[config.mk]
export PLATFORM = sky130hd
export DESIGN_NAME = llim_ram
export DESIGN_NICKNAME = d
export VERILOG_FILES = /design/src/rtl/llim_ram.sv
export SDC_FILE = /design/constraint.sdc
export NUM_CORES = 1
export LEC_CHECK = 0
export ABC_AREA = 1
export ABC_CLOCK_PERIOD_IN_PS = 1900
export BUFFER_PORTS_ARGS = -buffer_cell sky130_fd_sc_hd__buf_2
export CAP_MARGIN = 20
export CORE_UTILIZATION = 53
export CTS_BUF_LIST = sky130_fd_sc_hd__clkbuf_2 sky130_fd_sc_hd__clkbuf_4 sky130_fd_sc_hd__clkbuf_8
export CTS_CLUSTER_DIAMETER = 150
export DETAILED_ROUTE_END_ITERATION = 12
export PLACE_DENSITY = 0.7
export SYNTH_ARGS = -nofsm -noshare
export SYNTH_HDL_FRONTEND = slang
export SYNTH_SLANG_ARGS = --single-unit
[constraint.sdc]
create_clock -name clk -period 1.9 [get_ports clk]
set_input_delay 0.57 -clock clk [delete_from_list [all_inputs] [get_ports clk]]
set_output_delay 0.57 -clock clk [all_outputs]
set_load 0.01 [all_outputs]
[src/rtl/llim_ram.sv]
// Simple dual-port RAM with one write port and a registered read port.
module llim_ram #(
  parameter int WIDTH = 8,
  parameter int DEPTH = 16
) (
  input  logic                     clk,
  input  logic                     wr_en,
  input  logic [$clog2(DEPTH)-1:0] wr_addr,
  input  logic [WIDTH-1:0]         wr_data,
  input  logic                     rd_en,
  input  logic [$clog2(DEPTH)-1:0] rd_addr,
  output logic [WIDTH-1:0]         rd_data
);

  logic [WIDTH-1:0] mem [DEPTH];

  always_ff @(posedge clk) begin
    if (wr_en) begin
      mem[wr_addr] <= wr_data;
    end
    if (rd_en) begin
      rd_data <= mem[rd_addr];
    end
  end

endmodule
==> results of run 1 <==
## placed cells by master, fill, tap and decap left out, drive strengths merged
cell type,count
edfxtp,136
nand3b,2
buf,49
nand3,97
nor2,17
nand2,173
clkinv,7
clkbuf,19
bufinv,3
inv,102
clkinvlp,3
## cells by family (layout without fill, tap and decap cells)
family / after synthesis / after routing
and+or+nand+nor: 289 / 289
buffers and inverters: 126 / 183
DFF: 136 / 136
## path summary, 6_finish.rpt
check / start / end / slack, ps / cells past startpoint
max: rd_data[2] / rd_data[2] / 320 / 1
min: rd_en / rd_data[4] / 490 / 1
max reg2reg: mem[10][1] / rd_data[1] / 740 / 6
min reg2reg: mem[6][2] / rd_data[2] / 770 / 6
## power by group through the flow
| stage | Sequential, mW | Clock [mW] | Combinational [mW] |
|---|---|---|---|
| after global placement | 3.46 | 0 | 0.408 |
| final | 3.39 | 2.40 | 0.413 |
| after detailed placement | 3.46 | 0 | 0.413 |
| after floorplan | 3.47 | 0 | 0.237 |
| after global routing | 3.40 | 2.54 | 0.457 |
| after CTS | 3.39 | 2.43 | 0.414 |
## flip-flops by register name, summed over array words and instances, names as in the netlist
signal / count
mem: 128
rd_data: 8
## metal layers
metal  vias up  global-route usage, %  routed length (µm)
met1      1806                   33.3                5540
met4         0                   10.1                 265
met2       179                   37.4                5840
met5         -                      0                   0
li1       1867                      -                   -
met3        19                   5.90                 879
## final cells by class
cell class              count  area (µm²)  area share [%]
clock buffers              19         249            3.78
clock inverters            13         155            2.35
inverters                 102         383            5.81
multi-input cells         289        1210            18.4
flip-flops and latches    136        4080            61.9
well taps                 136         170            2.58
repair buffers             49         340            5.16
==> metrics, run 1 <==
starting density of the core 55.6%; CP Max Fanout 1; Core Area 10500 µm²; Post-synth EDFFs 136; DRC violation total after the first TritonRoute iteration 295; fraction of the mapped netlist area in compound gates 0%; upper clock frequency limit ~630 MHz; Skew-Pair Late Insertion Delay 450 ps; Simple-Gate Fraction of Synth Area between 20% and 30%; Port-buffer cells 26; CTS Buffer Depth 2; Final Hold Viols 0; Sw Ratio around 22%; number of vias per cell 5.20; worst slew margin relative to its limit 61.5%; proportion of power drawn by the clock network about two fifths; Post-Layout Cell Count 744; time the final worst path needs with I/O delays and setup approximately 1600 ps; routed via count between 3000 and 4000; detailed placer's ending HPWL 7980 µm; total length of routed wires between 10000 and 15000 µm; Antenna Nets Post-Route 0; adder-cell area share of the yosys netlist 0%; library cell occupying the most area in the post-synthesis netlist sky130_fd_sc_hd__edfxtp_1; clock-pin slew on the worst setup and hold paths 80 ps; Pins Over Slew Limit 0; type of the tightest min-delay check input port to flip-flop; full die area 11500 µm²; stage delay of the slowest cell on the critical path roughly 410 ps; count of antenna diodes in the layout 0; detailed-route DRC error count 0; power per standard cell area ~940 nW/µm²; layout-stage area growth over the synthesis result 12.8%; total CTS buffers 17; Max stage delay cell, worst path sky130_fd_sc_hd__edfxtp_1; cell count after placement 712; reported leakage power 2.87 nW; last weighted congestion value of the routability-driven placer 0.839; share of synthesized area spent on multiplexers 0%; power after layout 6.21 mW; wire length of the first global-routing pass 19900 µm; slew at the pin closest to its max-slew limit 577 ps; setup fix buffers added after clock tree synthesis 0; post-placement setup slack 153 ps; number of nets at the end of the flow 614; die extent in y around 110 µm; Total Negative Setup Slacks 0 ps; Comb power frac 6.6%; status complete, no violations; I/O pin cnt 27; minimum setup slack in the final design ~320 ps; final count of negative-setup-slack endpoints 0; Critical Setup Path Class flip-flop to primary output; total of warnings raised by yosys 0; area fraction of the dominant cell type after synthesis 69.8%; dominant register cell in the synthesized netlist sky130_fd_sc_hd__edfxtp_1; Finished Cell Area 6600 µm²; Worst setup EP type primary output; Syn Inst Count 551; Net Count, Synth 570; required arrival time at the worst endpoint around 1300 ps; post-placement cell area 6190 µm²; setup repair after global routing missed its margin false; switching power of the nets 1.40 mW; filler instances 869; xor and xnor area share after synthesis 0%; ranking of synthesized cells by instance count 173 x sky130_fd_sc_hd__nand2_1, 136 x sky130_fd_sc_hd__edfxtp_1, 100 x sky130_fd_sc_hd__inv_1; Seq/Total Area, Yosys 69.8%; Routed wire per std cell 16.8 µm; FF+latch count, synth 136; cell types occupying the most area after synthesis sky130_fd_sc_hd__edfxtp_1 70%, sky130_fd_sc_hd__nand2_1 11%, sky130_fd_sc_hd__nand3_1 8.3%, sky130_fd_sc_hd__inv_1 6.4%, sky130_fd_sc_hd__buf_6 1.2%; fraction of layout cells with a size suffix above 1 13.7%; number of global-route vias before repair 3710; overflow left after global routing 0; category of cells accounting for the largest share of critical-path delay flip-flops; x dimension of the die roughly 110 µm; clock sink count 136; cells resized by post-CTS repair 0; share of power burned in registers between 50 and 60%; worst ir drop on vdd 0.000448 V; startpoint class of the critical path flip-flop; largest net degree at the start of global routing 65; H-tree depth 4; All-Layer GR Usage 24.3%; synth unique cells 11; number of max-capacitance violations reported 0; combinational family with the most area after synthesis simple AND/OR/NAND/NOR gates; Worst Path Arrival 1010 ps; Finished Core Util 62.8%; Avg Inst Size Synth about 11 µm²; initial antenna violation count 0; Post-Route Hold Slack between 400 and 500 ps; most common cell in the netlist sky130_fd_sc_hd__nand2_1; summed instance area of the synthesized netlist 5850 µm²; Synth async-reset ratio 0%; # rows 37; Fin Clk Skew 16.7 ps; count of TritonRoute iterations in the first routing pass 5; Internal 4.82 mW; cell chosen for the clock root sky130_fd_sc_hd__clkbuf_8; count of hold-fix buffers inserted at cts 0; final cycle utilization of the critical path ~83%; Critical Path, Cell by Cell buf_2; buffering stage count on the worst path with inverters included 1; clock tree from TritonCTS done
(Power assumes the default switching activity.)
==> run 2: changes to the inputs <==
Settings changed: ABC_CLOCK_PERIOD_IN_PS 1900 to 1300, PLACE_DENSITY 0.7 to 0.73.
Clock period 1.9 ns to 1.3 ns, I/O delays scaled along.
==> run 2 against run 1 <==
The flow now finishes with violations (setup timing). Worst hold slack got worse by 150 ps. Register-to-register slack got worse by 650 ps. Count of clock-buffer cells in the layout decreased by 1. Die area unchanged. Combinational power increased by 56%. Total power increased by 43%. Critical path depth unchanged. Cell count increased by 0.67%. Final area increased by 1.2%. Setup slack got worse by 400 ps. Highest routed layer unchanged.
==> metrics, run 2 (same netlist as run 1, synthesis figures left out) <==
status finished with violations; violations in the final reports setup timing; detailed placer's ending HPWL 8240 µm (+3.3%); routed via count 3917 (+1.2%); max FFs per register 128 (unchanged); reported leakage power 2.89 nW (+0.73%); startpoint class of the critical path flip-flop; number of vias per cell 5.23 (+0.51%); highest-count cells in the layout ignoring fill and taps 173 x sky130_fd_sc_hd__nand2_1, 136 x sky130_fd_sc_hd__edfxtp_1, 100 x sky130_fd_sc_hd__inv_1, 97 x sky130_fd_sc_hd__nand3_1, 26 x sky130_fd_sc_hd__buf_2; type of the tightest min-delay check input port to flip-flop; worst ir drop on vdd 0.000715 V (+60%); setup repair after global routing missed its margin true; CP Max Fanout 1 (unchanged); count of TritonRoute iterations in the first routing pass 5 (unchanged); H-tree depth 4 (unchanged); proportion of power drawn by the clock network 36.7% (-2.0 points); number of global-route vias before repair 3895 (+5.0%); power after layout 8.86 mW (+43%); layout-stage area growth over the synthesis result 14.1%; Antenna Nets Post-Route 0 (unchanged); switching power of the nets 2.02 mW (+45%); largest register by flop count mem; cells resized by post-CTS repair 0 (unchanged); cell chosen for the clock root sky130_fd_sc_hd__clkbuf_8; required arrival time at the worst endpoint 910 ps (-420 ps); count of antenna diodes in the layout 0 (unchanged); number of nets at the end of the flow 619 (+0.81%); minimum setup slack in the final design -78.8 ps (-400 ps); Routed wire per std cell 17.1 µm (+1.3%); All-Layer GR Usage 24.7% (+0.36 points); Core Area 10500 µm² (unchanged); final cycle utilization of the critical path 106%; x dimension of the die 107 µm (unchanged); total CTS buffers 17 (unchanged); time the final worst path needs with I/O delays and setup 1380 ps; footprint of the flip-flops and latches 4080 µm² (unchanged); Critical Setup Path Class flip-flop to primary output; setup fix buffers added after clock tree synthesis 0 (unchanged); Max stage delay cell, worst path sky130_fd_sc_hd__edfxtp_1; wire length of the first global-routing pass 20400 µm (+2.7%); largest registers mem: 128 flops, rd_data: 8 flops; total length of routed wires 12800 µm (+2.0%); most common cell after layout, fill and taps aside sky130_fd_sc_hd__nand2_1; starting density of the core 55.6% (unchanged); final count of negative-setup-slack endpoints 8 (+8); detailed-route DRC error count 0 (unchanged); Port-buffer cells 26 (unchanged); Fin Clk Skew 6.75 ps (-9.94 ps); largest net degree at the start of global routing 33 (-49%); upper clock frequency limit roughly 730 MHz; Skew-Pair Late Insertion Delay 430 ps (-20 ps); Worst Path Arrival 990 ps (-20 ps); power per standard cell area 1330 nW/µm² (+41%); filler instances 836 (-3.8%); DRC violation total after the first TritonRoute iteration 318 (+7.8%); number of max-capacitance violations reported 0 (unchanged); fraction of layout cells with a size suffix above 1 14.4% (+0.70 points); Final Hold Viols 0 (unchanged); Sw Ratio 22.8% (+0.34 points); Pins Over Slew Limit 0 (unchanged); # rows 37 (unchanged); last weighted congestion value of the routability-driven placer 0.893 (+6.5%); full die area 11500 µm² (unchanged); die extent in y 107 µm (unchanged); area of combinational cells with multiple inputs 1220 µm² (+0.41%); overflow left after global routing 0 (unchanged); post-placement cell area 6300 µm² (+1.7%); Worst setup EP type primary output; slew at the pin closest to its max-slew limit 398 ps (-179 ps); I/O pin cnt 27 (unchanged); count of hold-fix buffers inserted at cts 0 (unchanged); share of power burned in registers 56.0% (+1.4 points); Comb power frac 7.3% (+0.7 points); category of cells accounting for the largest share of critical-path delay flip-flops; clock tree from TritonCTS done; clock sink count 136 (unchanged); initial antenna violation count 0 (unchanged); Critical Path, Cell by Cell buf_2; CTS Buffer Depth 2 (unchanged); worst slew margin relative to its limit 73.5% (+12 points); Internal 6.84 mW (+42%); stage delay of the slowest cell on the critical path 410 ps (about the same); Finished Cell Area 6670 µm² (+1.2%); buffering stage count on the worst path with inverters included 1 (unchanged); Total Negative Setup Slacks -361 ps (-361 ps); clock-pin slew on the worst setup and hold paths 70 ps (about the same)
==> run 2: worst paths after layout <==
kind / start / cells after the start / slack, ps / endpoint
worst max-delay path: rd_data[2] / 1 / -80 / rd_data[2]
worst min register to register: mem[11][1] / 6 / 770 / rd_data[1]
worst max register to register: mem[3][7] / 6 / 90 / rd_data[7]
worst min-delay path: rd_en / 1 / 330 / rd_data[1]
==> run 2: cell type report <==
type | instances | share of cell area [%]
Inverter | 102 | 5.74
Clock buffer | 18 | 3.62
Clock inverter | 14 | 2.01
Multi-Input combinational cell | 289 | 18.3
Timing Repair Buffer | 54 | 6.60
Sequential cell | 136 | 61.2
Tap cell | 136 | 2.55
==> run 2: per-layer routing <==
layer  wire, µm  track usage, %
met1       5430            32.5
met2       6260            39.2
met3        804            5.65
met4        272            11.1
met5          0               0
==> run 2: metrics by stage <==
stage                     hold WS, ps  std cells  util [%]  setup WS, ps
after floorplan                   489        551         -         -40.8
after global placement            733        717      59.9          -244
after detailed placement          741        717      59.9          -291
after CTS                         300        749      63.5          -108
after global routing              311        749      63.5          -122
final                             333        749      63.5         -78.8
==> run 2: power groups by stage <==
stage | combinational (mW) | clock, mW | sequential, mW
3_5_place_dp | 0.643 | 0 | 5.06
5_1_grt | 0.714 | 3.49 | 4.97
3_3_place_gp | 0.626 | 0 | 5.06
4_1_cts | 0.646 | 3.32 | 4.96
2_1_floorplan | 0.347 | 0 | 5.06
6_report | 0.646 | 3.25 | 4.96
==> run 3: changes to the inputs <==
Settings changed: BUFFER_PORTS_ARGS -buffer_cell sky130_fd_sc_hd__buf_2 to not set, DONT_BUFFER_PORTS set to 1, PLACE_DENSITY 0.73 to 0.71.
==> run 3 against run 2 <==
The run now ends clean. Setup slack better by 92 ps. First-iteration DRC count is 1.9% lower. Worst hold slack worse by 280 ps. Clock skew is 0.97 ps higher. Core utilization is 1.9 points lower. Clock power is 11% higher. Total power is 1.6% higher. Non-clock buffer count is 33 lower. Final area is 3.1% lower. Routed wire length is 2.6% lower. Critical endpoint is now rd_data[5]. Largest cell class unchanged. Highest routed layer unchanged.
==> metrics, run 3 (same netlist as run 1, synthesis figures left out) <==
highest-count cells in the layout ignoring fill and taps 173 x sky130_fd_sc_hd__nand2_1, 136 x sky130_fd_sc_hd__edfxtp_1, 100 x sky130_fd_sc_hd__inv_1, 97 x sky130_fd_sc_hd__nand3_1, 18 x sky130_fd_sc_hd__buf_4; overflow left after global routing 0 (unchanged); Final Hold Viols 0 (unchanged); Finished Core Util 61.5% (-1.9 points); Routed wire per std cell 17.4 µm (+1.9%); cell count after placement 684 (-4.6%); power per standard cell area 1390 nW/µm² (+4.8%); routed via count 3791 (-3.2%); worst ir drop on vdd 0.000770 V (+7.7%); max FFs per register 128 (unchanged); number of global-route vias before repair 3604 (-7.5%); fraction of layout cells with a size suffix above 1 8.97% (-5.4 points); footprint of the flip-flops and latches 4080 µm² (unchanged); Fin Clk Skew 7.72 ps (+0.975 ps); Worst setup EP type primary output; count of hold-fix buffers inserted at cts 0 (unchanged); cell chosen for the clock root sky130_fd_sc_hd__clkbuf_8; CTS Buffer Depth 2 (unchanged); DRC violation total after the first TritonRoute iteration 312 (-1.9%); Core Area 10500 µm² (unchanged); total CTS buffers 17 (unchanged); Post-Layout Cell Count 716 (-4.4%); number of cells on the critical path 0 (-1); filler instances 812 (-2.9%); upper clock frequency limit 777 MHz (+7.2%); I/O pin cnt 27 (unchanged); largest register by flop count mem; number of cells traversed by the worst hold path 0 (-1); endpoint of the worst hold path mem[8][7]; count of TritonRoute iterations in the first routing pass 5 (unchanged); number of max-capacitance violations reported 0 (unchanged); initial antenna violation count 0 (unchanged); startpoint of the lowest-slack register-to-register path mem[7][0]; clock tree from TritonCTS done; last weighted congestion value of the routability-driven placer 0.875 (-2.1%); required arrival time at the worst endpoint 910 ps (about the same); slew at the pin closest to its max-slew limit 587 ps (+189 ps); reported leakage power 2.76 nW (-4.5%); Pins Over Slew Limit 0 (unchanged); endpoint of the lowest-slack register-to-register path rd_data[0]; cells resized by post-CTS repair 0 (unchanged); largest net degree at the start of global routing 66 (+100%); setup slack, reg-to-reg 120 ps (+30 ps); startpoint class of the critical path flip-flop; Port-buffer cells 0 (-100%); Worst Path Arrival 900 ps (-90 ps); x dimension of the die 107 µm (unchanged); CP Max Fanout 1 (unchanged); starting density of the core 55.6% (unchanged); detailed placer's ending HPWL 7690 µm (-6.7%); full die area 11500 µm² (unchanged); Critical Setup Path Class flip-flop to primary output; status complete, no violations; type of the tightest min-delay check input port to flip-flop; H-tree depth 4 (unchanged); total length of routed wires 12400 µm (-2.6%); number of vias per cell 5.29 (+1.2%); Total Negative Setup Slacks 0 ps (+361 ps); Skew-Pair Late Insertion Delay 430 ps (about the same); Antenna Nets Post-Route 0 (unchanged); minimum setup slack in the final design 13.5 ps (+92.3 ps); die extent in y 107 µm (unchanged); time the final worst path needs with I/O delays and setup 1290 ps (-92.3 ps); largest registers mem: 128 flops, rd_data: 8 flops; area of combinational cells with multiple inputs 1220 µm² (unchanged); clock sink count 136 (unchanged); power after layout 9.00 mW (+1.6%); # rows 37 (unchanged); worst slew margin relative to its limit 60.8% (-13 points); setup repair after global routing missed its margin true; wire length of the first global-routing pass 19300 µm (-5.6%); detailed-route DRC error count 0 (unchanged); layout-stage area growth over the synthesis result 10.6%; count of antenna diodes in the layout 0 (unchanged); clock-pin slew on the worst setup and hold paths 80 ps (about the same); hold_sp wr_data[7]; final cycle utilization of the critical path 99.0% (-7.1 points); setup fix buffers added after clock tree synthesis 0 (unchanged); final count of negative-setup-slack endpoints 0 (-8); most common cell after layout, fill and taps aside sky130_fd_sc_hd__nand2_1; Finished Cell Area 6470 µm² (-3.1%); All-Layer GR Usage 23.4% (-1.2 points); number of nets at the end of the flow 586 (-5.3%); post-placement cell area 6050 µm² (-3.9%); post-placement setup slack -153 ps (+139 ps); Reg2Reg Depth 6 (unchanged); Post-Route Hold Slack 51.3 ps (-282 ps)
==> run 3: worst max-delay path by stage <==
stage	from	end
finish	rd_data[5]	rd_data[5]
global route	rd_data[7]	rd_data[7]
CTS	rd_data[5]	rd_data[5]
detailed placement	rd_addr[1]	rd_data[1]
global placement	rd_addr[1]	rd_data[1]
floorplan	wr_addr[2]	mem[10][0]
==> run 3: layout make-up <==
type	instances	share of cell area, %
Sequential cell	136	63.1
Multi-Input combinational cell	289	18.8
Inverter	102	5.92
Clock buffer	17	3.62
Timing Repair Buffer	21	3.02
Clock inverter	15	2.82
Tap cell	136	2.63
==> run 3: layer usage <==
metal | wire length (µm) | vias to the layer above | track usage [%] | part of all wire, %
met5 | 0 | - | 0 | 0
met4 | 373 | 0 | 10.3 | 3.0
met3 | 1050 | 32 | 6.81 | 8.4
met2 | 5780 | 173 | 36.4 | 46
met1 | 5240 | 1776 | 30.8 | 42
li1 | - | 1810 | - | -
==> run 3: power by group <==
group	switching, mW	total (mW)	internal (mW)
clock	1.56	3.62	2.06
combinational	0.256	0.402	0.146
sequential	0.0429	4.98	4.94
total	1.86	9.00	7.14
